===== src/rtl/core/fecb_pkg.sv =====
// fecb_pkg: shared types and constants of the filtered event counter bank
// depends on nothing
package fecb_pkg;

  localparam logic [23:0] DevMask = 24'hFFFFFF;

  typedef enum logic [1:0] {
    KIND_EVENT = 2'd0,
    KIND_SEL_WR = 2'd1,
    KIND_CNT_WR = 2'd2,
    KIND_NONE = 2'd3
  } kind_t;

  typedef enum logic [1:0] {
    CFG_HPM_ENABLE = 2'd0,
    CFG_INHIBIT = 2'd1,
    CFG_ACTIVE = 2'd2,
    CFG_BITS = 2'd3
  } cfg_index_t;

  typedef struct packed {
    logic [1:0] kind;
    logic [4:0] counter_index;
    logic [14:0] event_id;
    logic proc_valid;
    logic [19:0] proc_id;
    logic pscid_valid;
    logic [19:0] pscid;
    logic [23:0] dev_id;
    logic gscid_valid;
    logic [15:0] gscid;
    logic [3:0] selector_bits;
    logic [63:0] counter_value;
  } in_item_t;

  typedef struct packed {
    logic overflow_irq;
    logic [31:0] overflow_flags;
    logic [31:0] counted_mask;
  } out_item_t;

  typedef struct packed {
    logic [2:0] cfg_index;
    logic [63:0] cfg_data;
  } cfg_item_t;

  // selector word as held in memory
  typedef struct packed {
    logic [14:0] ev;
    logic [19:0] proc_match;
    logic [23:0] dev_match;
    logic pv;
    logic dv;
    logic idt;
    logic dmask;
  } sel_t;

endpackage


===== src/rtl/core/fecb_queue.sv =====
// fecb_queue: two-entry queue between front and back
// depends on fecb_pkg
module fecb_queue (
  input  logic clk,
  input  logic rst,
  input  logic push,
  input  fecb_pkg::in_item_t push_data,
  output logic full,
  input  logic pop,
  output logic not_empty,
  output fecb_pkg::in_item_t pop_data
);
  import fecb_pkg::*;

  in_item_t slots [2];
  logic wr_ptr;
  logic rd_ptr;
  logic [1:0] fill;

  assign full = fill[1];
  assign not_empty = fill != 2'd0;
  assign pop_data = slots[rd_ptr];

  always_ff @(posedge clk) begin
    if (push) begin
      slots[wr_ptr] <= push_data;
    end
    if (rst) begin
      wr_ptr <= 1'b0;
      rd_ptr <= 1'b0;
      fill <= 2'd0;
    end else begin
      if (push) begin
        wr_ptr <= ~wr_ptr;
      end
      if (pop) begin
        rd_ptr <= ~rd_ptr;
      end
      fill <= fill + {1'b0, push} - {1'b0, pop};
    end
  end
endmodule


===== config.mk =====
export PLATFORM = sky130hd
export DESIGN_NAME = fecb_queue
export DESIGN_NICKNAME = d
export VERILOG_FILES = /design/src/rtl/core/fecb_pkg.sv /design/src/rtl/core/fecb_queue.sv
export SDC_FILE = /design/constraint.sdc
export NUM_CORES = 1
export LEC_CHECK = 0
export BUFFER_PORTS_ARGS = -buffer_cell sky130_fd_sc_hd__buf_2
export CAP_MARGIN = 20
export CORE_MARGIN = 10
export CORE_UTILIZATION = 56
export CTS_CLUSTER_DIAMETER = 40
export DETAILED_ROUTE_END_ITERATION = 16
export GPL_TIMING_DRIVEN = 0
export PLACE_DENSITY = 0.94
export SLEW_MARGIN = 40
export SYNTH_ARGS = -nofsm -noshare
export SYNTH_HDL_FRONTEND = slang
export SYNTH_SLANG_ARGS = --single-unit
export TNS_END_PERCENT = 50

===== constraint.sdc =====
create_clock -name clk -period 13.5 [get_ports clk]
set_clock_uncertainty 0.1 [all_clocks]
set_input_delay 1.35 -clock clk [delete_from_list [all_inputs] [get_ports clk]]
set_output_delay 1.35 -clock clk [all_outputs]
set_load 0.03 [all_outputs]

Yosys cells after proc, flatten, opt, wreduce, memory -nomap -nowiden
Memories as Yosys holds them, arrays and structs flattened. A register that Yosys moved wholly into a read port is not among the register bits.
Index checks and enable logic that the tools add are counted.
Widths: inputs -> output; s select.
- word-level logic and storage cells: 13
- register bits: 4
- bits of input ports: 177
- memories kept: 1
- output and inout port bits: 175
- memory bits (writable): 346
- $add $sub $neg: 2
- bitwise logic cells: 2
- reduce and logical (&&, ||, !) cells: 1
- multiplexer cells: 4
- memories (memory ; words ; width ; rd ports ; clocked after memory_dff ; write ports ; RTL line ; RTL):
    slots ; 2 ; 173 ; 1 ; 1 ; 1 ; fecb_queue.sv:15 ; in_item_t slots [2];
- operator list (operator ; number):
    $mux 1 ; 4
    $add 2x1->2 ; 1
    $not 1->1 ; 2
    $reduce_bool 2->1 ; 1
    $sub 2x1->2 ; 1

Longest topological paths before layout
- word-level depth: 3
- depth in mapped cells: 6

Worst setup path after synthesis
Ideal clock, no wire load.
- path kind: input to register
- start: input port push
- end: memory slots[0][0] (netlist name), enable pin
- data required time: 12.671 ns
- arrival time: 8.820 ns
- stages on the path: 1
- setup slack: 3.851 ns
- path through: nor2b_1
- longest elaborated chain between the ends: 2
- ends and longest elaborated chain (element ; RTL line ; RTL):
    start: declaration ; fecb_queue.sv:6 ; input logic push,
    $mux 1 ; fecb_queue.sv:25 ; if (push) begin
    $mux 1 (implied by the code) ; fecb_queue.sv:26 ; slots[wr_ptr] <= push_data;
    end: declaration ; fecb_queue.sv:15 ;
No other way between the ends.

==> impl_metrics.csv <==
group,metric,value,unit
pwr,power_frac_comb,0.142,
yosys,synth_seq_cells,351,
layout,layoutNonFillerInstCount,1289,
placed_design,dpl_cell_area,0.0153,mm2
pwr,pwr-share-clk,0.392,
floorplan,die-area,0.0293,mm2
floorplan,initial_core_util,0.567,
global_routing,grtUsageTotal,0.195,
floorplan,die_w,171,um
worst_setup_path,worstSetupPathType,"flip-flop to primary output",
clock_tree,cts.sinks,351,
placed_design,io_buffers,351,
clock_tree,clk_path_buf_depth,3,
placed_design,gp_congestion,0.761,
clock_tree,ctsHoldBuffers,0,
layout,seqCellArea,0.0105,mm2
timing,max_freq,300,MHz
placed_design,dpl.cell_count,1209,
timing,tightest_slew,0.584,ns
detailed_routing,num_vias,6754,
timing,setup_violations,0,
floorplan,rows,55,
clock_tree,cts_max_level,2,
timing,setup_ws,10.17,ns
timing,max-slew-margin-rel,0.610,
yosys,syn_inst,558,
placed_design,post-dp-hpwl,21400,um
layout,finalInstanceArea,0.0166,mm2
clock_tree,post_cts_buffers,0,
clock_tree,cts_inserted_buffers,41,
detailed_routing,ant_nets,0,
worst_hold_path,hold_start,"rd_ptr",
pwr,ir_drop,156,uV
pwr,power_density,166,mW/mm2
clock_tree,clkSlewWorstSetupHoldPaths,0.06,ns
floorplan,fp.dieH,171,um
timing,finalCritPeriodShare,0.247,
pwr,p_leak,0.00633,uW
global_routing,grt_max_degree,43,
global_routing,grt_pass1_wl,43400,um
worst_setup_path,r2r_start,"wr_ptr",
yosys,synth_top_area_frac,0.812,
yosys,synth_seq_area_share,0.819,
pwr,p_int,2090,uW
yosys,synth_cell_types,13,
layout,final_nets,1146,
global_routing,antenna_found_initial,6,
pwr,seqPwrFrac,0.466,
yosys,ys_warn_count,0,
detailed_routing,drc,0,
floorplan,io-pin-count,352,
detailed_routing,viasPerCell,5.24,
pwr,sw_frac_of_total,0.245,
clock_tree,cts_tree,"done",
yosys,yosysTopAreaCell,"edfxtp_1",
timing,rsz0062_at_grt,"no",
pwr,p_sw,679,uW
worst_setup_path,critPathArrivalTime,1.88,ns
yosys,syn_area_per_cell,22.9,um2
yosys,synth_nets,737,
clock_tree,cts_resized,0,
worst_setup_path,cp-start-kind,"flip-flop",
worst_setup_path,path_max_fanout,10,
clock_tree,clk_latency,0.51,ns
worst_setup_path,crit_path_end_kind,"primary output",
layout,multi_input_area,0.00206,mm2
detailed_routing,wirelength,29600,um
layout,drive_above_1_share,0.621,
global_routing,gr-total-overflow,0,
layout,fill_cells,1269,
floorplan,core_area,0.0226,mm2
yosys,ys_top_cells_by_area,"edfxtp_1 81%, mux2_2 15%, clkbuf_8 1.6%",
clock_tree,cts-root-buf,"clkbuf_16",
global_routing,grt_pass1_vias,7440,
detailed_routing,avgRoutedWirePerCell,23.0,um
detailed_routing,drtIter0Drc,447,
timing,period_needed,3.33,ns
job,maxCapViolations,0,
worst_setup_path,required,12.05,ns
placed_design,place_ws,10.22,ns
yosys,synthesis.area,0.0128,mm2
timing,slew_violations,0,
worst_hold_path,hold_class,"flip-flop to flip-flop",
timing,hold_viol_final,0,
layout,area_growth,30.0,%
status,status,"finished clean",
layout,utilization,0.737,
detailed_routing,drtPass1Iterations,5,
critical path, cell delays in order (launching register included):
cell      delay, ns
dfxtp_1        0.36
buf_6          0.22
clkbuf_8       0.22
mux2_2         0.36
buf_2          0.18
final cells by class:
| class | count | share of cell area |
|---|---|---|
| inverter | 2 | 0.000451 |
| clock buffer | 52 | 0.0673 |
| sequential | 351 | 0.630 |
| antenna | 6 | 0.000902 |
| buffer | 19 | 0.0151 |
| tap | 285 | 0.0214 |
| timing repair buffer | 366 | 0.126 |
| multi-input combinational | 186 | 0.124 |
| clock inverter | 22 | 0.0148 |
flip-flops by register name, summed over array words and instances (netlist names), named ones only:
register / cells
fill: 2
rd_ptr: 1
slots: 346
wr_ptr: 1
layer usage:
layer	vias up	track usage	share of wire
li1	3069	-	-
met1	3322	0.205	0.34
met2	312	0.353	0.54
met3	49	0.0690	0.093
met4	2	0.0737	0.026
met5	-	0	0.00030
stage by stage:
step,hold slack [ns],TNS [ns],power (uW)
2_1_floorplan,0.380,0,1570
3_3_place_gp,0.395,-34.52,1690
3_5_place_dp,0.415,0,1710
4_1_cts,0.435,0,2790
5_1_grt,0.475,0,2860
6_report,0.428,0,2770
cells by family (layout without fill, tap and decap cells):
logic type | Yosys count | count (layout) | synth area share
flops | 351 | 351 | 0.819
xor+xnor | 3 | 3 | 0.00313
buf+inv | 21 | 461 | 0.0202
mux | 173 | 173 | 0.152
simple gates | 8 | 8 | 0.00313
fa+ha+maj | 2 | 2 | 0.00195
other cells | 0 | 6 | 0
Yosys cell counts:
cell type	n
nor2_1	4
inv_1	2
xnor3_1	1
edfxtp_1	346
mux2_2	173
buf_6	4
xnor2_1	2
clkbuf_8	15
or2_2	1
ha_1	2
and2_1	1
nor2b_1	2
dfxtp_1	5
cells in the final DEF (no fill, tap or decap):
cell and n:
clkinv_2 1, ha_1 2, and2_4 1, buf_2 351, inv_1 2, nor2b_1 1
buf_6 4, buf_16 7, inv_6 6, clkinv_8 1, mux2_2 173, xnor3_1 1
nor2b_4 1, clkinv_1 7, or2_2 1, diode_2 6, clkbuf_1 8, buf_12 5
edfxtp_1 346, xnor2_1 2, clkbuf_16 43, bufinv_16 4, buf_8 3, clkinv_4 3
dfxtp_1 5, nor2_1 4, clkbuf_8 16
final timing paths:
kind | to | slack [ns] | cells after the start
hold / removal | flip-flop | 0.43 | 2
setup reg to reg | slots[0][36] | 11.41 | 5
hold reg to reg | flip-flop | 0.43 | 2
setup / recovery | pop_data[73] | 10.17 | 4
power groups by stage:
stage	clock network [uW]	registers, uW	logic, uW
final	1090	1290	392
after global routing	1150	1290	413
after CTS	1100	1290	397
after detailed placement	0	1310	394
after global placement	0	1330	364
after floorplan	0	1320	248
Note: power is estimated with default switching activity, not from simulation.
