File: config.mk
export PLATFORM = sky130hd
export DESIGN_NAME = fecb_back
export DESIGN_NICKNAME = d
export VERILOG_FILES = /design/src/rtl/core/fecb_pkg.sv /design/src/rtl/core/fecb_back.sv
export SDC_FILE = /design/constraint.sdc
export NUM_CORES = 2
export LEC_CHECK = 0
export BUFFER_PORTS_ARGS = -buffer_cell sky130_fd_sc_hd__buf_2
export CAP_MARGIN = 20
export CELL_PAD_IN_SITES_DETAIL_PLACEMENT = 1
export CELL_PAD_IN_SITES_GLOBAL_PLACEMENT = 1
export CORE_AREA = 10 10 765 767
export CTS_CLUSTER_DIAMETER = 50
export DETAILED_ROUTE_END_ITERATION = 10
export DIE_AREA = 0 0 775 777
export HOLD_SLACK_MARGIN = 0.03
export PLACE_DENSITY = 0.47
export SYNTH_ARGS = -nofsm -noshare
export SYNTH_HDL_FRONTEND = slang
export SYNTH_SLANG_ARGS = --single-unit
File: constraint.sdc
create_clock -name clk -period 7.65 [get_ports clk]
set_input_delay 1.1475 -clock clk [delete_from_list [all_inputs] [get_ports clk]]
set_output_delay 1.1475 -clock clk [all_outputs]
set_load 0.02 [all_outputs]
File: src/rtl/core/fecb_pkg.sv
// fecb_pkg: shared types and constants of the filtered event counter bank
// depends on nothing
package fecb_pkg;

  localparam logic [23:0] DevMask = 24'hFFFFFF;

  typedef enum logic [1:0] {
    KIND_EVENT = 2'd0,
    KIND_SEL_WR = 2'd1,
    KIND_CNT_WR = 2'd2,
    KIND_NONE = 2'd3
  } kind_t;

  typedef enum logic [1:0] {
    CFG_HPM_ENABLE = 2'd0,
    CFG_INHIBIT = 2'd1,
    CFG_ACTIVE = 2'd2,
    CFG_BITS = 2'd3
  } cfg_index_t;

  typedef struct packed {
    logic [1:0] kind;
    logic [4:0] counter_index;
    logic [14:0] event_id;
    logic proc_valid;
    logic [19:0] proc_id;
    logic pscid_valid;
    logic [19:0] pscid;
    logic [23:0] dev_id;
    logic gscid_valid;
    logic [15:0] gscid;
    logic [3:0] selector_bits;
    logic [63:0] counter_value;
  } in_item_t;

  typedef struct packed {
    logic overflow_irq;
    logic [31:0] overflow_flags;
    logic [31:0] counted_mask;
  } out_item_t;

  typedef struct packed {
    logic [2:0] cfg_index;
    logic [63:0] cfg_data;
  } cfg_item_t;

  // selector word as held in memory
  typedef struct packed {
    logic [14:0] ev;
    logic [19:0] proc_match;
    logic [23:0] dev_match;
    logic pv;
    logic dv;
    logic idt;
    logic dmask;
  } sel_t;

endpackage

File: src/rtl/core/fecb_back.sv
// fecb_back: walks the counters one at a time, selectors and values in memory
// depends on fecb_pkg
module fecb_back #(
  parameter int unsigned NUM_COUNTERS = 32
) (
  input  logic clk,
  input  logic rst,
  input  logic item_valid,
  input  fecb_pkg::in_item_t item,
  output logic item_pop,
  input  logic hpm_enable,
  input  logic [31:0] inhibit_mask,
  input  logic [5:0] active_counters,
  input  logic [6:0] counter_bits,
  output logic res_valid,
  input  logic res_ready,
  output fecb_pkg::out_item_t res
);
  import fecb_pkg::*;

  localparam int unsigned IdxW = (NUM_COUNTERS > 1) ? $clog2(NUM_COUNTERS) : 1;

  typedef enum logic [3:0] {
    ST_IDLE = 4'b0001,
    ST_READ = 4'b0010,
    ST_UPD = 4'b0100,
    ST_DONE = 4'b1000
  } state_t;

  state_t state;
  sel_t sel_mem [NUM_COUNTERS];
  logic [63:0] cnt_mem [NUM_COUNTERS];
  logic [NUM_COUNTERS-1:0] valid_bits;
  logic [NUM_COUNTERS-1:0] of_flags;
  sel_t sel_rd;
  logic [63:0] cnt_rd;
  logic rd_valid;
  logic [IdxW-1:0] idx;
  logic [5:0] limit;
  logic irq;
  logic [31:0] counted;

  logic [6:0] eff_bits;
  logic [63:0] wmask;
  logic idx_ok;
  logic [5:0] idx_ext;
  always_comb begin
    eff_bits = (counter_bits == 7'd0) ? 7'd1 :
               (counter_bits > 7'd64) ? 7'd64 : counter_bits;
    wmask = (eff_bits == 7'd64) ? '1 : ((64'd1 << eff_bits[5:0]) - 64'd1);
    idx_ok = {1'b0, item.counter_index} < 6'(NUM_COUNTERS);
  end

  // filter on the registered selector
  sel_t s;
  logic [63:0] old_v;
  logic [64:0] inc;
  logic [23:0] dmsk;
  logic match;
  logic ovf;
  always_comb begin
    s = rd_valid ? sel_rd : '0;
    old_v = rd_valid ? cnt_rd : '0;
    dmsk = s.dmask ? (~((s.dev_match + 24'd1) ^ s.dev_match) & DevMask) : DevMask;
    match = s.ev == item.event_id;
    if (!s.idt) begin
      if (s.pv && (!item.proc_valid || s.proc_match != item.proc_id)) match = 1'b0;
      if (s.dv && ((s.dev_match & dmsk) != (item.dev_id & dmsk))) match = 1'b0;
    end else begin
      if (s.pv && (!item.pscid_valid || s.proc_match != item.pscid)) match = 1'b0;
      if (s.dv && (!item.gscid_valid ||
                   ((s.dev_match & dmsk) != ({8'd0, item.gscid} & dmsk)))) match = 1'b0;
    end
    inc = {1'b0, old_v} + 65'd1;
    ovf = (eff_bits == 7'd64) ? inc[64] : inc[eff_bits[5:0]];
  end

  assign idx_ext = 6'(idx);
  assign item_pop = (state == ST_DONE) && res_ready;
  assign res_valid = state == ST_DONE;
  always_comb begin
    res.overflow_irq = irq;
    res.overflow_flags = 32'(of_flags);
    res.counted_mask = counted;
  end

  always_ff @(posedge clk) begin
    sel_rd <= sel_mem[idx];
    cnt_rd <= cnt_mem[idx];
    rd_valid <= valid_bits[idx];
    if (state == ST_IDLE && item_valid && idx_ok) begin
      if (item.kind == KIND_SEL_WR) begin
        sel_mem[item.counter_index[IdxW-1:0]] <= '{ev: item.event_id,
          proc_match: item.proc_id, dev_match: item.dev_id,
          pv: item.proc_valid, dv: item.selector_bits[2],
          idt: item.selector_bits[1], dmask: item.selector_bits[0]};
        if (!valid_bits[item.counter_index[IdxW-1:0]]) begin
          cnt_mem[item.counter_index[IdxW-1:0]] <= '0;
        end
      end else if (item.kind == KIND_CNT_WR) begin
        cnt_mem[item.counter_index[IdxW-1:0]] <= item.counter_value & wmask;
        if (!valid_bits[item.counter_index[IdxW-1:0]]) begin
          sel_mem[item.counter_index[IdxW-1:0]] <= '0;
        end
      end
    end else if (state == ST_UPD && match && !inhibit_mask[idx]) begin
      cnt_mem[idx] <= inc[63:0] & wmask;
      // first touch of an unwritten entry: its selector becomes the zero selector
      if (!rd_valid) begin
        sel_mem[idx] <= '0;
      end
    end
    if (rst) begin
      state <= ST_IDLE;
      valid_bits <= '0;
      of_flags <= '0;
      idx <= '0;
      limit <= '0;
      irq <= 1'b0;
      counted <= '0;
    end else begin
      case (state)
        ST_IDLE: begin
          if (item_valid) begin
            irq <= 1'b0;
            counted <= '0;
            idx <= '0;
            limit <= (active_counters > 6'(NUM_COUNTERS)) ? 6'(NUM_COUNTERS)
                                                          : active_counters;
            state <= ST_DONE;
            if (item.kind == KIND_EVENT) begin
              if (hpm_enable && active_counters != 6'd0) begin
                state <= ST_READ;
              end
            end else if ((item.kind == KIND_SEL_WR || item.kind == KIND_CNT_WR)
                         && idx_ok) begin
              valid_bits[item.counter_index[IdxW-1:0]] <= 1'b1;
              of_flags[item.counter_index[IdxW-1:0]] <=
                (item.kind == KIND_SEL_WR) ? item.selector_bits[3] : 1'b0;
            end
          end
        end
        ST_READ: state <= ST_UPD;
        ST_UPD: begin
          if (match && !inhibit_mask[idx]) begin
            valid_bits[idx] <= 1'b1;
            counted[idx] <= 1'b1;
            if (ovf && !of_flags[idx]) begin
              of_flags[idx] <= 1'b1;
              irq <= 1'b1;
            end
          end
          if (idx_ext + 6'd1 >= limit) begin
            state <= ST_DONE;
          end else begin
            idx <= idx + 1'b1;
            state <= ST_READ;
          end
        end
        ST_DONE: if (res_ready) state <= ST_IDLE;
        default: state <= ST_IDLE;
      endcase
    end
  end
endmodule

**After elaboration in Yosys (flattened, before gate mapping)**

Memory sizes are Yosys's and may differ from the RTL's. A register that Yosys moved wholly into a read port is not among the register bits.
Cells that the tools add are included.
W data, S select, Z words.

- Flip-flop bits (word level): 113
- Bits in writable memories: 4064
- Input bits: 223
- Output and inout port bits: 67
- Word-level logic and storage cells: 177
- Memories: 2

Memory list:

| name | words | width | read ports | clocked after memory_dff | wr ports | RTL line | text |
|---|---|---|---|---|---|---|---|
| cnt_mem | 32 | 64 | 1 | 1 | 1 | fecb_back.sv:32 | `logic [63:0] cnt_mem [NUM_COUNTERS];` |
| sel_mem | 32 | 63 | 1 | 1 | 1 | fecb_back.sv:31 | `sel_t sel_mem [NUM_COUNTERS];` |

- Add/subtract/negate cells: 5
- Order comparisons: 8
- Equality and inequality tests: 19
- Shift operators: 1
- Mux-type cells: 86
- Bitwise operators: 13
- Reduce and logical (&&, ||, !) cells: 35

Operator list:

| cell | count |
|---|---|
| $mux W32 | 11 |
| $mux W64 | 4 |
| $pmux W32 S2 | 3 |
| $mux W63 | 3 |
| $and A64 B64 Y64 | 2 |
| $or A32 B32 Y32 | 4 |
| $add A64 B1 Y65 const B | 1 |
| $reduce_or A64 Y1 | 1 |
| $shl A1 B6 Y64 const A | 1 |
| $sub A64 B1 Y64 const B | 1 |
| $reduce_or A63 Y1 | 1 |
| $and A24 B24 Y24 | 2 |
| $ne A24 B24 Y1 | 2 |
| $mux W1 | 41 |
| $ne A20 B20 Y1 | 2 |
| $bwmux W32 | 1 |
| $add A24 B1 Y24 const B | 1 |
| $and A16 B24 Y24 | 1 |
| $mux W24 | 1 |
| $not A24 Y24 | 1 |
| $xor A24 B24 Y24 | 1 |
| $bmux W1 S5 | 4 |
| $mux W4 | 5 |
| $mux W5 | 4 |
| 38 further kinds | 69 |

**Longest topological paths before layout**

- Depth after elaboration: 18
- Depth in mapped cells: 21
- Depth with buffers taken out: 13

**Worst setup path after synthesis**

No wires, ideal clock.

- Path kind: in2reg
- Start point: input port item[166] (netlist name)
- End point: memory cnt_mem[8][0], enable pin
- Library setup time: 0.507 ns
- Data arrival time: 6.887 ns
- Required time: 7.143 ns
- Setup slack: 0.255 ns
- Stages on the path: 9
- Path buffers: 2
- Cell sequence: clkbuf_1 > clkbuf_1 > mux4_2 > a22o_1 > nor4_1 > a31oi_1 > nor3_1 > nor2_1 > a21oi_1

- Word-level cells in the longest chain between the ends: 8
- Elaborated cells on any way between the ends: 9
- Classes of those cells: 8 x mux; 1 x bitwise

RTL lines:

| item | RTL line | text |
|---|---|---|
| start: declaration | fecb_back.sv:9 | `input fecb_pkg::in_item_t item,` |
| $bmux W1 S5 | fecb_back.sv:97 | `if (!valid_bits[item.counter_index[IdxW-1:0]]) begin` |
| $mux W1 (implied by the code) | fecb_back.sv:97 |  |
| $mux W1 | fecb_back.sv:97 |  |
| $mux W1 | fecb_back.sv:92 | `if (item.kind == KIND_SEL_WR) begin` |
| $mux W1 | fecb_back.sv:91 | `if (state == ST_IDLE && item_valid && idx_ok) begin` |
| $mux W1 (implied by the code) | fecb_back.sv:98 | `cnt_mem[item.counter_index[IdxW-1:0]] <= '0;` |
| $or A1 B1 Y1 (no line) | -- |  |
| $mux W1 (no line) | -- |  |
| end: declaration | fecb_back.sv:32 |  |

Parallel ways exist; a longest one is shown, timed or not. The select of a mux whose other input is x is not followed.

**Worst setup path in the final report**

- Start point: register rd_valid
- End point: memory cnt_mem[6][15], enable pin

- Word-level cells in the longest chain between the ends: 18
- Elaborated cells on any way between the ends: 33
- Classes of those cells: 1 x add/sub; 5 x eq/ne; 12 x mux; 5 x bitwise; 10 x reduce/logical

RTL lines:

| item | RTL line | text |
|---|---|---|
| start: declaration | fecb_back.sv:37 | `logic rd_valid;` |
| start signal: assignment | fecb_back.sv:90 | `rd_valid <= valid_bits[idx];` |
| $mux W63 (*) | fecb_back.sv:62 | `s = rd_valid ? sel_rd : '0;` |
| $add A24 B1 Y24 | fecb_back.sv:64 | `dmsk = s.dmask ? (~((s.dev_match + 24'd1) ^ s.dev_match) & DevMask) : DevMask;` |
| $xor A24 B24 Y24 | fecb_back.sv:64 |  |
| $not A24 Y24 | fecb_back.sv:64 |  |
| $mux W24 | fecb_back.sv:64 |  |
| $and A24 B24 Y24 or $and A16 B24 Y24 (tied branches) | fecb_back.sv:68, fecb_back.sv:72 |  |
| $ne A24 B24 Y1 | fecb_back.sv:72 | `((s.dev_match & dmsk) != ({8'd0, item.gscid} & dmsk)))) match = 1'b0;` |
| $logic_or A1 B1 Y1 | fecb_back.sv:71 | `if (s.dv && (!item.gscid_valid \|\|` |
| $logic_and A1 B1 Y1 | fecb_back.sv:71 |  |
| $mux W1 | fecb_back.sv:71 |  |
| $mux W1 (*) | fecb_back.sv:66 | `if (!s.idt) begin` |
| $logic_and A1 B1 Y1 (*) (2 in a row) | fecb_back.sv:106 | `end else if (state == ST_UPD && match && !inhibit_mask[idx]) begin` |
| $mux W1 (*) | fecb_back.sv:106 |  |
| $mux W1 (*) | fecb_back.sv:91 |  |
| $mux W1 (implied by the code) (*) | fecb_back.sv:107 | `cnt_mem[idx] <= inc[63:0] & wmask;` |
| $reduce_or A64 Y1 (no line) | -- |  |
| $mux W5 (no line) or $mux W1 (tied branches) | -- |  |

Every way passes the cells marked *; elsewhere a longest branch is shown, timed or not.

==> results.sh <==
export IMPL_yosys_most_used_dff="edfxtp_1"
export IMPL_setup_violations=0
export IMPL_final_nets=9505
export IMPL_layout_cells_non_filler=17200
export IMPL_avgSynthCellArea_um2=19.9
export IMPL_fin_crit_sh_pct=86.6
export IMPL_grt_remaining_overflow=0
export IMPL_finalClockSkew_ns=0.0496
export IMPL_synth_edff_count=4064
export IMPL_cts_tree="built"
export IMPL_grt_pass1_wl_um=802000
export IMPL_switchingPower_mw=10.7
export IMPL_grt_pass1_vias=96300
export IMPL_route_detailed_drc=0
export IMPL_finalWirelength_um=579000
export IMPL_cts_htree_levels=6
export IMPL_area_delta_synth_final_pct=18.8
export IMPL_cp_required_ns=8.37
export IMPL_drtAntennaViolNets=0
export IMPL_syn_inst=8556
export IMPL_via_per_inst=5.26
export IMPL_drive_gt1_share_pct=29.1
export IMPL_end_kind="flip-flop"
export IMPL_slew_headroom_pct=19.6
export IMPL_path_max_fanout=40
export IMPL_clkPwrFrac_pct=47.9
export IMPL_tightest_slew_ns=1.20
export IMPL_fmax_mhz=151
export IMPL_arrival_ns=7.34
export IMPL_seq_power_share_pct=50.3
export IMPL_dp_cells=16200
export IMPL_maxCapViolCount=0
export IMPL_power_density_nw_per_um2=254
export IMPL_fin_crit_ns=6.62
export IMPL_rsz0062_at_grt="false"
export IMPL_num_vias=90600
export IMPL_path_class="reg -> reg"
export IMPL_power_leakage_nw=60.6
export IMPL_fp_coreArea_um2=569000
export IMPL_start_kind="flip-flop"
export IMPL_clk_latency_ns=1.06
export IMPL_tns_ns=0
export IMPL_synth_seq_cells=4304
export IMPL_synth_top_area_cell="edfxtp_1"
export IMPL_post_drt_wl_per_cell_um=33.6
export IMPL_postCtsSetupBuffers=0
export IMPL_grt_use_total_pct=18.7
export IMPL_grt_max_degree=118
export IMPL_maxSlewViolCount=0
export IMPL_whs_ns=0.393
export IMPL_antenna_found_initial=31
export IMPL_status="completed"
export IMPL_gp_congestion=0.845
export IMPL_die_area_um2=602000
export IMPL_initial_utilization_pct=29.9
export IMPL_synthesis_area_um2=170000
export IMPL_dp_hpwl_um=328000
export IMPL_design_area_um2=202000
export IMPL_clockBufferDepth=4
export IMPL_io_buffers=289
export IMPL_intPower_mw=40.6
export IMPL_clk_pin_slew_ns=0.07
export IMPL_root_buffer="clkbuf_16"
export IMPL_drt_pass1_iter_count=5
export IMPL_hold_class="in -> reg"
export IMPL_ioPinCount=290
export IMPL_hold_buffers=0
export IMPL_synth_async_sr_flop_share_pct=0
export IMPL_rows=277
export IMPL_combPwrFrac_pct=1.9
export IMPL_cts_buffers_inserted=520
export IMPL_placed_cell_area_um2=184000
export IMPL_ys_seq_area_share_pct=74.5
export IMPL_hold_viol_final=0
export IMPL_synth_distinct_cells=91
export IMPL_ctsResizeCount=0
export IMPL_clock_sinks=4304
export IMPL_irDropWorstVdd_mv=0.250
export IMPL_synthTopCellsByCount="4064 x edfxtp_1, 1048 x mux4_2, 401 x mux2i_1, 300 x nand2_1, 287 x clkbuf_1"
export IMPL_drt_iter0_drc=8611
export IMPL_die_x_um=775
export IMPL_synth_top_area_share_pct=71.7
export IMPL_syn_nets=8794
export IMPL_yosys_warnings=0
export IMPL_synth_most_common_cell="edfxtp_1"
export IMPL_sw_frac_of_total_pct=20.8
export IMPL_synth_area_leaders="edfxtp_1 72%, mux4_2 14%, dfxtp_1 2.8%"
export IMPL_die_y_um=777
==> metal layers <==
metal | global-route usage [%] | wire, um | up-vias
met2 | 31.2 | 281000 | 2691
met5 | 0 | 61 | -
met1 | 25.6 | 255000 | 50000
met3 | 2.29 | 26200 | 764
li1 | - | - | 37200
met4 | 5.18 | 17500 | 10
==> registers in the layout, summed over array words and instances, names as in the netlist, 4 cells and up <==
register	cells
sel_rd	63
valid_bits	32
cnt_rd	64
of_flags	32
limit	6
cnt_mem	2048
state	4
idx	5
counted	32
sel_mem	2016
==> power by group through the flow <==
stage                     combinational [mW]  sequential (mW)  clock, mW
after floorplan                        0.406             26.3          0
after global placement                 0.878             26.3          0
after detailed placement               0.917             26.3          0
after CTS                              0.918             25.8       25.1
after global routing                    1.03             25.8       26.1
final                                  0.964             25.8       24.5
==> through the flow <==
step | total power, mW | worst slack (ns) | util [%]
floorplan | 26.7 | 0.255 | -
global placement | 27.1 | 0.891 | 32.4
detailed placement | 27.2 | 1.09 | 32.4
CTS | 51.8 | 1.04 | 35.4
global route | 52.9 | 0.879 | 35.5
finish | 51.3 | 1.03 | 35.5
==> critical path, cell delays in order, from the launching register on <==
cell and delay (ns):
dfxtp_4 0.66, clkinv_2 0.81, o32ai_1 0.92, nand4_1 0.21, nor4_2 0.93, buf_4 0.26
nand2b_1 0.12, o21ai_0 0.19, a221o_2 0.47, nand2_1 0.35, a21oi_4 0.89, buf_4 0.39
==> placed cells by master, fill, tap and decap left out, types with 183 or more instances in the layout <==
| cell | netlist | layout |
|---|---|---|
| buf_2 | 48 | 290 |
| edfxtp_1 | 4064 | 4064 |
| o22ai_1 | 197 | 197 |
| buf_4 | 5 | 258 |
| a22oi_1 | 185 | 183 |
| mux4_2 | 1048 | 1048 |
| clkbuf_16 | 0 | 539 |
| nor2_1 | 235 | 201 |
| mux2i_1 | 401 | 401 |
| nand2_1 | 300 | 299 |
| dfxtp_1 | 240 | 236 |
==> cells by family (layout without fill, tap and decap cells) <==
| family | Yosys count | in the layout | synth area share [%] |
|---|---|---|---|
| AOI/OAI and AO/OA | 947 | 947 | 3.72 |
| xor gates and xnor gates | 109 | 109 | 0.565 |
| adders and majority gates | 15 | 15 | 0.110 |
| buffers and inverters | 541 | 1673 | 1.27 |
| DFF | 4304 | 4304 | 74.5 |
| muxes | 1449 | 1449 | 16.2 |
| other | 0 | 7 | 0 |
| and+or+nand+nor | 1191 | 1191 | 3.60 |
==> path summary, 6_finish.rpt <==
check,start,end,slack [ns],cells past startpoint
worst max-delay path,rd_valid,cnt_mem[6][15],1.03,11
worst max register to register,rd_valid,cnt_mem[6][15],1.03,11
worst min register to register,counted[26],counted[26],0.46,2
worst min-delay path,active_counters[4],limit[4],0.39,3
==> cell type report <==
cell class	count	area [um^2]
repair buffers	690	6350
inverters	40	159
multi-input cells	3711	42400
fillers	55400	367000
clock buffers	664	14100
well taps	7533	9430
flip-flops and latches	4304	127000
diodes	7	17.5
clock inverters	279	2890
Note: power is estimated with default switching activity, not from simulation.
